--- config.mk ---
export PLATFORM = sky130hd
export DESIGN_NAME = array_literal_validator
export DESIGN_NICKNAME = d
export VERILOG_FILES = /design/src/rtl/core/alv_pkg.sv /design/src/rtl/core/array_literal_validator.sv /design/src/rtl/core/alv_step.sv
export SDC_FILE = /design/constraint.sdc
export NUM_CORES = 1
export LEC_CHECK = 0
export ABC_CLOCK_PERIOD_IN_PS = 5500
export BUFFER_PORTS_ARGS = -buffer_cell sky130_fd_sc_hd__buf_2
export CELL_PAD_IN_SITES_DETAIL_PLACEMENT = 0
export CELL_PAD_IN_SITES_GLOBAL_PLACEMENT = 1
export CORE_ASPECT_RATIO = 1.4
export CORE_UTILIZATION = 45
export CTS_BUF_LIST = sky130_fd_sc_hd__clkbuf_16
export CTS_CLUSTER_SIZE = 30
export DETAILED_ROUTE_END_ITERATION = 7
export HOLD_SLACK_MARGIN = 0.02
export PLACE_DENSITY_LB_ADDON = 0.12
export SLEW_MARGIN = 20
export SYNTH_ARGS = -nofsm -noshare
export SYNTH_HDL_FRONTEND = slang
export SYNTH_SLANG_ARGS = --single-unit
export TNS_END_PERCENT = 50
--- constraint.sdc ---
create_clock -name clock -period 5.5 [get_ports clock]
set_input_delay 0.825 -clock clock [delete_from_list [all_inputs] [get_ports clock]]
set_output_delay 0.825 -clock clock [all_outputs]
set_load 0.01 [all_outputs]
--- src/rtl/core/alv_pkg.sv ---
// shared types, character codes and limits for the array literal validator
`default_nettype none

package alv_pkg;

   localparam int MAX_LEN = 65536;
   localparam int POS_W   = $clog2(MAX_LEN + 1);
   localparam int CNT_W   = 15;
   localparam int IDX_W   = 16;

   localparam logic [CNT_W-1:0] COUNT_MAX = {CNT_W{1'b1}};
   localparam logic [POS_W-1:0] POS_MAX   = POS_W'(MAX_LEN);

   localparam logic [7:0] CH_COMMA     = 8'd44;
   localparam logic [7:0] CH_ZERO      = 8'd48;
   localparam logic [7:0] CH_NINE      = 8'd57;
   localparam logic [7:0] CH_QUOTE     = 8'd34;
   localparam logic [7:0] CH_BACKSLASH = 8'd92;
   localparam logic [7:0] CH_SPACE     = 8'd32;
   localparam logic [7:0] CH_MINUS     = 8'd45;
   localparam logic [7:0] CH_OPEN      = 8'd91;
   localparam logic [7:0] CH_CLOSE     = 8'd93;

   typedef enum logic [6:0] {
      MODE_AWAIT  = 7'b0000001,
      MODE_SEP    = 7'b0000010,
      MODE_MINUS  = 7'b0000100,
      MODE_NUMBER = 7'b0001000,
      MODE_STRING = 7'b0010000,
      MODE_AFTER  = 7'b0100000,
      MODE_DEAD   = 7'b1000000
   } mode_type;

   typedef enum logic [1:0] {
      ST_OK      = 2'd0,
      ST_FORMAT  = 2'd1,
      ST_INVALID = 2'd2,
      ST_MISSING = 2'd3
   } status_type;

   typedef struct packed {
      mode_type           mode;
      logic               after_bs;
      logic [POS_W-1:0]   pos;
      logic [CNT_W-1:0]   comma_cnt;
      logic               open_ok;
      status_type         pend_status;
      logic [IDX_W-1:0]   pend_index;
      logic [7:0]         pend_char;
   } state_type;

   typedef struct packed {
      status_type         status;
      logic [CNT_W-1:0]   elem_count;
      logic [IDX_W-1:0]   err_index;
      logic [7:0]         err_char;
   } result_type;

   function automatic state_type reset_state();
      state_type s;
      s.mode        = MODE_AWAIT;
      s.after_bs    = 1'b0;
      s.pos         = '0;
      s.comma_cnt   = '0;
      s.open_ok     = 1'b0;
      s.pend_status = ST_OK;
      s.pend_index  = '0;
      s.pend_char   = '0;
      return s;
   endfunction

endpackage

`default_nettype wire

--- src/rtl/core/array_literal_validator.sv ---
// top level of the array literal validator: parse state and result register
//
// usage:
//   the literal enters one character per item on req_ch, req_last marking the
//   final character. an item is taken at a clock edge with req_valid high and
//   req_stall low; one item can be taken every cycle.
//   only the final item gives a result on the rsp_ channel: rsp_status,
//   rsp_elem_count, rsp_err_index and rsp_err_char. it appears in the cycle after
//   that item is taken and is taken when rsp_valid is high and rsp_stall low.
//   items that are not final give no result.
//   throughput is one character per cycle while req_stall is low; the parse
//   state register closes a loop through the mode update.
//   after a result the parse state is back at its start, so the next literal
//   may follow directly in the next cycle.
//   reset (synchronous, active high) clears the parse state and drops rsp_valid.
//   while a result waits under rsp_stall, req_stall is raised and no item is
//   taken; when the result is taken in a cycle a new item may enter as well.
`default_nettype none

module array_literal_validator (
   input  wire logic                      clock,
   input  wire logic                      reset,
   input  wire logic                      req_valid,
   output logic                           req_stall,
   input  wire logic [7:0]                req_ch,
   input  wire logic                      req_last,
   output logic                           rsp_valid,
   input  wire logic                      rsp_stall,
   output logic [1:0]                     rsp_status,
   output logic [alv_pkg::CNT_W-1:0]      rsp_elem_count,
   output logic [alv_pkg::IDX_W-1:0]      rsp_err_index,
   output logic [7:0]                     rsp_err_char
);

   alv_pkg::state_type  state_ff;
   alv_pkg::state_type  state_in;
   alv_pkg::result_type res_in;
   alv_pkg::result_type res_ff;
   logic                rsp_valid_ff;
   logic                accept;

   assign req_stall = rsp_valid_ff && rsp_stall;
   assign accept    = req_valid && !req_stall;

   alv_step u_step (
      .cur  (state_ff),
      .ch   (req_ch),
      .last (req_last),
      .nxt  (state_in),
      .res  (res_in)
   );

   always_ff @(posedge clock) begin
      if (reset) begin
         state_ff     <= alv_pkg::reset_state();
         rsp_valid_ff <= 1'b0;
      end else begin
         if (accept) begin
            state_ff <= state_in;
         end
         if (accept && req_last) begin
            rsp_valid_ff <= 1'b1;
         end else if (!rsp_stall) begin
            rsp_valid_ff <= 1'b0;
         end
      end
   end

   always_ff @(posedge clock) begin
      if (accept && req_last) begin
         res_ff <= res_in;
      end
   end

   assign rsp_valid      = rsp_valid_ff;
   assign rsp_status     = res_ff.status;
   assign rsp_elem_count = res_ff.elem_count;
   assign rsp_err_index  = res_ff.err_index;
   assign rsp_err_char   = res_ff.err_char;

endmodule

`default_nettype wire

--- src/rtl/core/alv_step.sv ---
// next parse state and final result for one character of the literal
`default_nettype none

module alv_step (
   input  wire alv_pkg::state_type  cur,
   input  wire logic [7:0]          ch,
   input  wire logic                last,
   output alv_pkg::state_type       nxt,
   output alv_pkg::result_type      res
);

   logic is_digit;
   logic fmt_err;

   assign is_digit = (ch >= alv_pkg::CH_ZERO) && (ch <= alv_pkg::CH_NINE);
   assign fmt_err  = (cur.pos == '0) || !cur.open_ok || (ch != alv_pkg::CH_CLOSE) ||
                     (cur.pos >= alv_pkg::POS_MAX) || (cur.mode == alv_pkg::MODE_STRING);

   always_comb begin
      nxt = cur;
      if (cur.pos < alv_pkg::POS_MAX) begin
         nxt.pos = cur.pos + alv_pkg::POS_W'(1);
      end
      res.status     = alv_pkg::ST_OK;
      res.elem_count = '0;
      res.err_index  = '0;
      res.err_char   = '0;

      if (last) begin
         nxt = alv_pkg::reset_state();
         if (fmt_err) begin
            res.status = alv_pkg::ST_FORMAT;
         end else if (cur.pend_status != alv_pkg::ST_OK) begin
            res.status = cur.pend_status;
            if (cur.pend_status == alv_pkg::ST_INVALID) begin
               res.err_index = cur.pend_index;
               res.err_char  = cur.pend_char;
            end
         end else if (cur.mode == alv_pkg::MODE_SEP) begin
            if (cur.comma_cnt != '0) begin
               res.status = alv_pkg::ST_MISSING;
            end
         end else if (cur.mode == alv_pkg::MODE_MINUS) begin
            res.status    = alv_pkg::ST_INVALID;
            res.err_index = cur.pos[alv_pkg::IDX_W-1:0];
            res.err_char  = ch;
         end else if (cur.comma_cnt == alv_pkg::COUNT_MAX) begin
            res.elem_count = alv_pkg::COUNT_MAX;
         end else begin
            res.elem_count = cur.comma_cnt + alv_pkg::CNT_W'(1);
         end
      end else begin
         case (cur.mode)
            alv_pkg::MODE_AWAIT: begin
               nxt.open_ok = (ch == alv_pkg::CH_OPEN);
               nxt.mode    = (ch == alv_pkg::CH_OPEN) ? alv_pkg::MODE_SEP : alv_pkg::MODE_DEAD;
            end
            alv_pkg::MODE_SEP: begin
               if (ch == alv_pkg::CH_SPACE) begin
                  nxt.mode = alv_pkg::MODE_SEP;
               end else if (is_digit) begin
                  nxt.mode = alv_pkg::MODE_NUMBER;
               end else if (ch == alv_pkg::CH_MINUS) begin
                  nxt.mode = alv_pkg::MODE_MINUS;
               end else if (ch == alv_pkg::CH_QUOTE) begin
                  nxt.mode     = alv_pkg::MODE_STRING;
                  nxt.after_bs = 1'b0;
               end else if (ch == alv_pkg::CH_COMMA) begin
                  nxt.pend_status = alv_pkg::ST_MISSING;
                  nxt.mode        = alv_pkg::MODE_DEAD;
               end else begin
                  nxt.pend_status = alv_pkg::ST_INVALID;
                  nxt.pend_index  = cur.pos[alv_pkg::IDX_W-1:0];
                  nxt.pend_char   = ch;
                  nxt.mode        = alv_pkg::MODE_DEAD;
               end
            end
            alv_pkg::MODE_MINUS: begin
               if (is_digit) begin
                  nxt.mode = alv_pkg::MODE_NUMBER;
               end else begin
                  nxt.pend_status = alv_pkg::ST_INVALID;
                  nxt.pend_index  = cur.pos[alv_pkg::IDX_W-1:0];
                  nxt.pend_char   = ch;
                  nxt.mode        = alv_pkg::MODE_DEAD;
               end
            end
            alv_pkg::MODE_NUMBER, alv_pkg::MODE_AFTER: begin
               if (is_digit && (cur.mode == alv_pkg::MODE_NUMBER)) begin
                  nxt.mode = alv_pkg::MODE_NUMBER;
               end else if (ch == alv_pkg::CH_SPACE) begin
                  nxt.mode = alv_pkg::MODE_AFTER;
               end else if (ch == alv_pkg::CH_COMMA) begin
                  if (cur.comma_cnt != alv_pkg::COUNT_MAX) begin
                     nxt.comma_cnt = cur.comma_cnt + alv_pkg::CNT_W'(1);
                  end
                  nxt.mode = alv_pkg::MODE_SEP;
               end else begin
                  nxt.pend_status = alv_pkg::ST_INVALID;
                  nxt.pend_index  = cur.pos[alv_pkg::IDX_W-1:0];
                  nxt.pend_char   = ch;
                  nxt.mode        = alv_pkg::MODE_DEAD;
               end
            end
            alv_pkg::MODE_STRING: begin
               if ((ch == alv_pkg::CH_QUOTE) && !cur.after_bs) begin
                  nxt.mode = alv_pkg::MODE_AFTER;
               end
               nxt.after_bs = (ch == alv_pkg::CH_BACKSLASH);
            end
            default: begin
               nxt.mode = cur.mode;
            end
         endcase
      end
   end

endmodule

`default_nettype wire

# ---- Word level (Yosys, flattened, before mapping)
# Index checks and enable logic that the tools add are counted.
dict set report classes {
  reduce_logical 34
  eq_ne 30
  mux 49
  addsub 2
  n_lt_le_gt_ge 4
  bitwise 1
}
# operator n
set op_table {}
lappend op_table {{26-bit two-way mux} 8}
lappend op_table {{24-bit two-way mux} 5}
lappend op_table {{15-bit two-way mux} 6}
lappend op_table {{26-bit one-hot mux with 3 select lines} 1}
lappend op_table {{7-bit two-way mux} 10}
lappend op_table {{42-bit two-way mux} 1}
lappend op_table {{7-bit one-hot mux with 5 select lines} 1}
lappend op_table {{17-bit two-way mux} 2}
lappend op_table {{3-bit != test (second input constant)} 11}
lappend op_table {{8-bit by 6-bit == test with 1-bit output (second input constant)} 4}
lappend op_table {{17-bit by 1-bit adder with 17-bit output (second input constant)} 1}
lappend op_table {{17-bit >= comparator (second input constant)} 1}
lappend op_table {{17-bit zero test} 1}
lappend op_table {{17-bit < comparator (second input constant)} 1}
lappend op_table {{8-bit by 7-bit == test with 1-bit output (second input constant)} 2}
lappend op_table {{15-bit by 1-bit adder with 15-bit output (second input constant)} 1}
lappend op_table {{15-bit == test (second input constant)} 1}
lappend op_table {{15-bit != test (second input constant)} 1}
lappend op_table {{15-bit nonzero test} 1}
lappend op_table {{6-bit AND reduction} 2}
lappend op_table {{2-bit nonzero test} 6}
lappend op_table {{11-bit AND reduction} 1}
lappend op_table {{10-bit AND reduction} 1}
lappend op_table {{1-bit two-way mux} 9}
lappend op_table {{other kinds (26)} 42}
dict set report totals {
  output_inout_bits 43
  input_bits 13
  register_bits 109
  wordCells 134
}

# ---- Longest topological paths before layout
dict set report depth {
  ltp_word 8
  mapped_depth 11
  depth_no_buf 8
}

# ---- Hierarchy
# From an unflattened synthesis, not the netlist that was laid out.
dict set report hier_totals {
  cells_unflattened 993
  area_unflattened_um2 8087.8
}
# module instances seq_area_each_um2 area_per_inst_um2 cells_each
set modules_own_cells {}
lappend modules_own_cells {array_literal_validator 1 2592.5 4249.1 338}
lappend modules_own_cells {alv_step 1 0.0 3838.7 655}

# ---- Worst setup path after synthesis
# No wires, ideal clock.
dict set report synth_path {
  path_type {input-to-reg}
  startpoint {input req_valid}
  endpoint {register state_ff[38] in the netlist's numbering}
  setup_time_ns 0.124
  path_stages 9
  setup_slack_ns 1.301
  t_arrival_ns 4.075
  required_ns 5.376
  path_buffers 3
  cell_sequence {a21bo_2 -> clkbuf_1 -> nor2_1 -> or2_2 -> clkbuf_1 -> a31oi_1 -> clkbuf_1 -> nand2_1 -> o21ai_0}
}
dict set report synth_via {
  elab_chain_cells 2
}
# item line_no
set synth_lines {}
lappend synth_lines {{start: declaration} array_literal_validator.sv:23} ;# input wire logic req_valid,
lappend synth_lines {{1-bit logical AND} array_literal_validator.sv:43} ;# assign accept = req_valid && !req_stall;
lappend synth_lines {{6-bit AND reduction (no line)} n/a}
lappend synth_lines {{end signal: assignment} array_literal_validator.sv:55} ;# state_ff <= alv_pkg::reset_state();
lappend synth_lines {{end signal: assignment} array_literal_validator.sv:59} ;# state_ff <= state_in;
lappend synth_lines {{end: declaration} array_literal_validator.sv:35} ;# alv_pkg::state_type state_ff;
# Every way passes these cells.
# A chain may end at the register's enable or synchronous reset.

# ---- Worst setup path in the final report
dict set report layout_path {
  startpoint {register state_ff[42] in the netlist's numbering}
  endpoint {register res_ff, in the netlist rsp_elem_count[3] (data pin)}
}
dict set report layout_via {
  elab_chain_cells 6
  elab_cells_between_ends 7
  classes_between {order compare (1); reduce/logical (6)}
}
# item line_no
set layout_lines {}
lappend layout_lines {{parallel branches: the longest is 3 deep, another holds 17-bit >= comparator} n/a}
lappend layout_lines {{1-bit logical OR *} alv_step.sv:16} ;# assign fmt_err = (cur.pos == '0) || !cur.open_ok || (ch != alv_pkg::CH_CLOSE) ||
lappend layout_lines {{1-bit logical OR *} alv_step.sv:17} ;# (cur.pos >= alv_pkg::POS_MAX) || (cur.mode == alv_pkg::MODE_STRING);
lappend layout_lines {{5-bit OR reduction (no line) *} n/a}
lappend layout_lines {{end signal: assignment} array_literal_validator.sv:71} ;# res_ff <= res_in;
lappend layout_lines {{end: declaration} array_literal_validator.sv:38} ;# alv_pkg::result_type res_ff;
# Every way passes the cells marked *.

==> reports/metrics.cfg <==
[run_status]
outcome=finished clean

[yosys]
synth.largest_area_cell=sky130_fd_sc_hd__dfxtp_1
synth.top_cell.area_share=0.2657
synthArstFlopShare=0
synth_nets=550
synth_most_common_cell=sky130_fd_sc_hd__nor2_1
synth_edf_count=41
synthTopCellsByCount=73 x sky130_fd_sc_hd__nor2_1, 68 x sky130_fd_sc_hd__dfxtp_1, 48 x sky130_fd_sc_hd__nand2_1, 41 x sky130_fd_sc_hd__edfxtp_1
synthTopCellsByArea=sky130_fd_sc_hd__dfxtp_1 27%, sky130_fd_sc_hd__edfxtp_1 24%, sky130_fd_sc_hd__nor2_1 5.3%
post_synth_instance_area_mm2=0.005124
number_of_library_cell_types_mapped_by_synthesis=65
yosysWarnings=0
synthesis.instances=533
avgSynthCellArea_um2=9.613
synth-main-ff-cell=sky130_fd_sc_hd__dfxtp_1
fraction_of_the_yosys_area_taken_by_sequential_cells=0.5060
synth-seq-cells=109

[cts]
clock_insertion_delay_worst_skew_ns=0.34
cts.reportedPaths.clkPinSlew_ns=0.07
max-clock-path-buffers=2
cts_resized=0
root_buffer=sky130_fd_sc_hd__clkbuf_16
cts.repair_timing.setup_buffer_count=0
cts_hold_buffers=0
numClockSinks=109
cts_tree=done
total_number_of_h_tree_levels=3
cts_buffers=9

[placement]
place.gp.congestion=0.9545
place.port_buffers=55
hpwlAfterDp_mm=8.569

[global_routing]
globalRoute.totalOverflow=0
number_of_global_route_vias_before_repair=3825
antenna_violations_before_repair=0
grt_max_degree=44
grt_util_all_layers=0.2086
grt_pass1_wl_mm=19.43

[floorplanning]
design.core.area_mm2=0.01098
rows=45
io_pins=56
dieArea_mm2=0.01182
initial_utilization=0.4667
fp.dieW_um=92.18
die-height_um=128.3

[route]
avgRoutedWirePerCell_um=16.67
drtAntennaViolNets=0
firstDrtPassIters=7
detailroute.via_count=4148
remaining_drc_errors=0
drt_wl_total_mm=11.90
viasPerCell=5.810
count_of_routing_violations_after_the_opening_detailed_route_iteration=328

[run]
maxCapViolations=0

[timing]
worst-slew-pin-transition_ns=0.9251
timing.slew.headroom=0.3673
post-route-min-period_ns=3.267
finClkSkew_ns=0.008776
clock.fmax_ghz=0.3061
accumulated_negative_setup_slack_ns=0
post-route-period-util=0.5940
drv_slew=0
final_hold_viol_count=0
rsz_0062_raised_after_global_routing=false
final_setup_viols=0

[pwr]
static-leakage-power_nw=2.019
powerDensity_mw_per_mm2=277.6
irDropWorstVdd_mv=0.1495

[worst_setup_path]
regToRegSetupSlack_ns=2.23
r2r-end=rsp_elem_count[3]
crit_path_end_kind=register
worst-r2r-cell-count=8
timing.rr.start=state_ff[42]
start_kind=register
crit_path_start=state_ff[42]
timing.setup.critical_path_class=reg2reg
endpoint=rsp_elem_count[3]
critPathRequiredTime_ns=5.67
cp.arrival_ns=3.44
worstPathMaxFanout=26

[worst_hold_path]
timing.hold.worst.class=reg2reg

[layout]
antenna_cells_inserted=0
postLayoutCoreUtil=0.5235
areaGrowthSynthToFinish_pct=12.19
layout-drive-gt1-share=0.1675
layout.nets=585

-- per-stage QoR --
| step | cell area [um^2] | setup WS, ns | cells | total power, mW | hold WS, ns |
|---|---|---|---|---|---|
| floorplan | 5124 | 1.301 | 533 | 0.9274 | 0.4487 |
| global placement | 5451 | 2.008 | 698 | 0.9626 | 0.4612 |
| finish | 5748 | 2.233 | 714 | 1.596 | 0.4834 |
| CTS | 5748 | 2.227 | 714 | 1.614 | 0.4850 |
| detailed placement | 5451 | 1.930 | 698 | 0.9637 | 0.4652 |
| global route | 5748 | 2.042 | 714 | 1.652 | 0.4984 |
-- report_power, final --
part	total [mW]	internal, mW	switching (mW)
Sequential	0.856	0.849	0.00725
Combinational	0.0887	0.0290	0.0596
Clock	0.650	0.356	0.295
-- registers in the layout (all words and copies together), names as in the netlist --
| name | flops |
|---|---|
| state_ff | 67 |
| rsp_err_index | 16 |
| rsp_elem_count | 15 |
| rsp_err_char | 8 |
| rsp_status | 2 |
| rsp_valid | 1 |
-- metal layers --
layer | global-route usage | vias up | wire, um
li1 | - | 2039 | -
met1 | 0.2718 | 1986 | 5308
met2 | 0.3472 | 106 | 5881
met3 | 0.02491 | 17 | 467
met4 | 0.09191 | 0 | 246
met5 | 0 | - | 0
-- kinds of logic (layout without fill, tap and decap cells) --
family                     count (synthesis)  in the layout  synth area share
and+or+nand+nor                          227            227            0.2291
adders and majority gates                  4              4          0.009768
DFF                                      109            109            0.5060
xor gates and xnor gates                  18             18           0.03077
muxes                                      2              2          0.004151
AOI/OAI and AO/OA                        131            131            0.1819
buffers and inverters                     42             82           0.03834
-- critical path: stages (launching register included) --
cell and delay, ns:
sky130_fd_sc_hd__dfxtp_1 0.46, sky130_fd_sc_hd__inv_1 0.10, sky130_fd_sc_hd__ha_1 0.25, sky130_fd_sc_hd__nor4b_1 0.16, sky130_fd_sc_hd__and4_1 0.21, sky130_fd_sc_hd__or4_1 0.42
sky130_fd_sc_hd__or2_1 0.54, sky130_fd_sc_hd__or4_4 0.76, sky130_fd_sc_hd__a21oi_1 0.18
-- layout by cell type, fill, tap and decap left out, drive strengths merged, types with 12 or more instances in the layout --
cell	n
and3	12
nand2	48
dfxtp	68
a22oi	24
a22o	24
nor2	74
xor2	14
nor3	12
buf	60
a21oi	30
edfxtp	41
o21ai	22
-- worst min-delay path by stage --
stage,from,endpoint,slack [ns],depth (start not counted)
after global routing,state_ff[22],state_ff[22],0.50,1
after CTS,state_ff[3],state_ff[3],0.49,1
after floorplan,state_ff[59],state_ff[59],0.45,2
after global placement,state_ff[26],state_ff[26],0.46,2
final,state_ff[26],state_ff[26],0.48,2
after detailed placement,state_ff[4],state_ff[4],0.47,1
-- area by class of cell --
cell class | instances | area [um^2]
clock inverters | 7 | 71.32
multi-input cells | 382 | 2347
inverters | 6 | 22.52
fillers | 1060 | 5231
repair buffers | 60 | 312.8
flip-flops and latches | 109 | 2592
well taps | 141 | 176.4
clock buffers | 9 | 225.2
(Power assumes the default switching activity.)
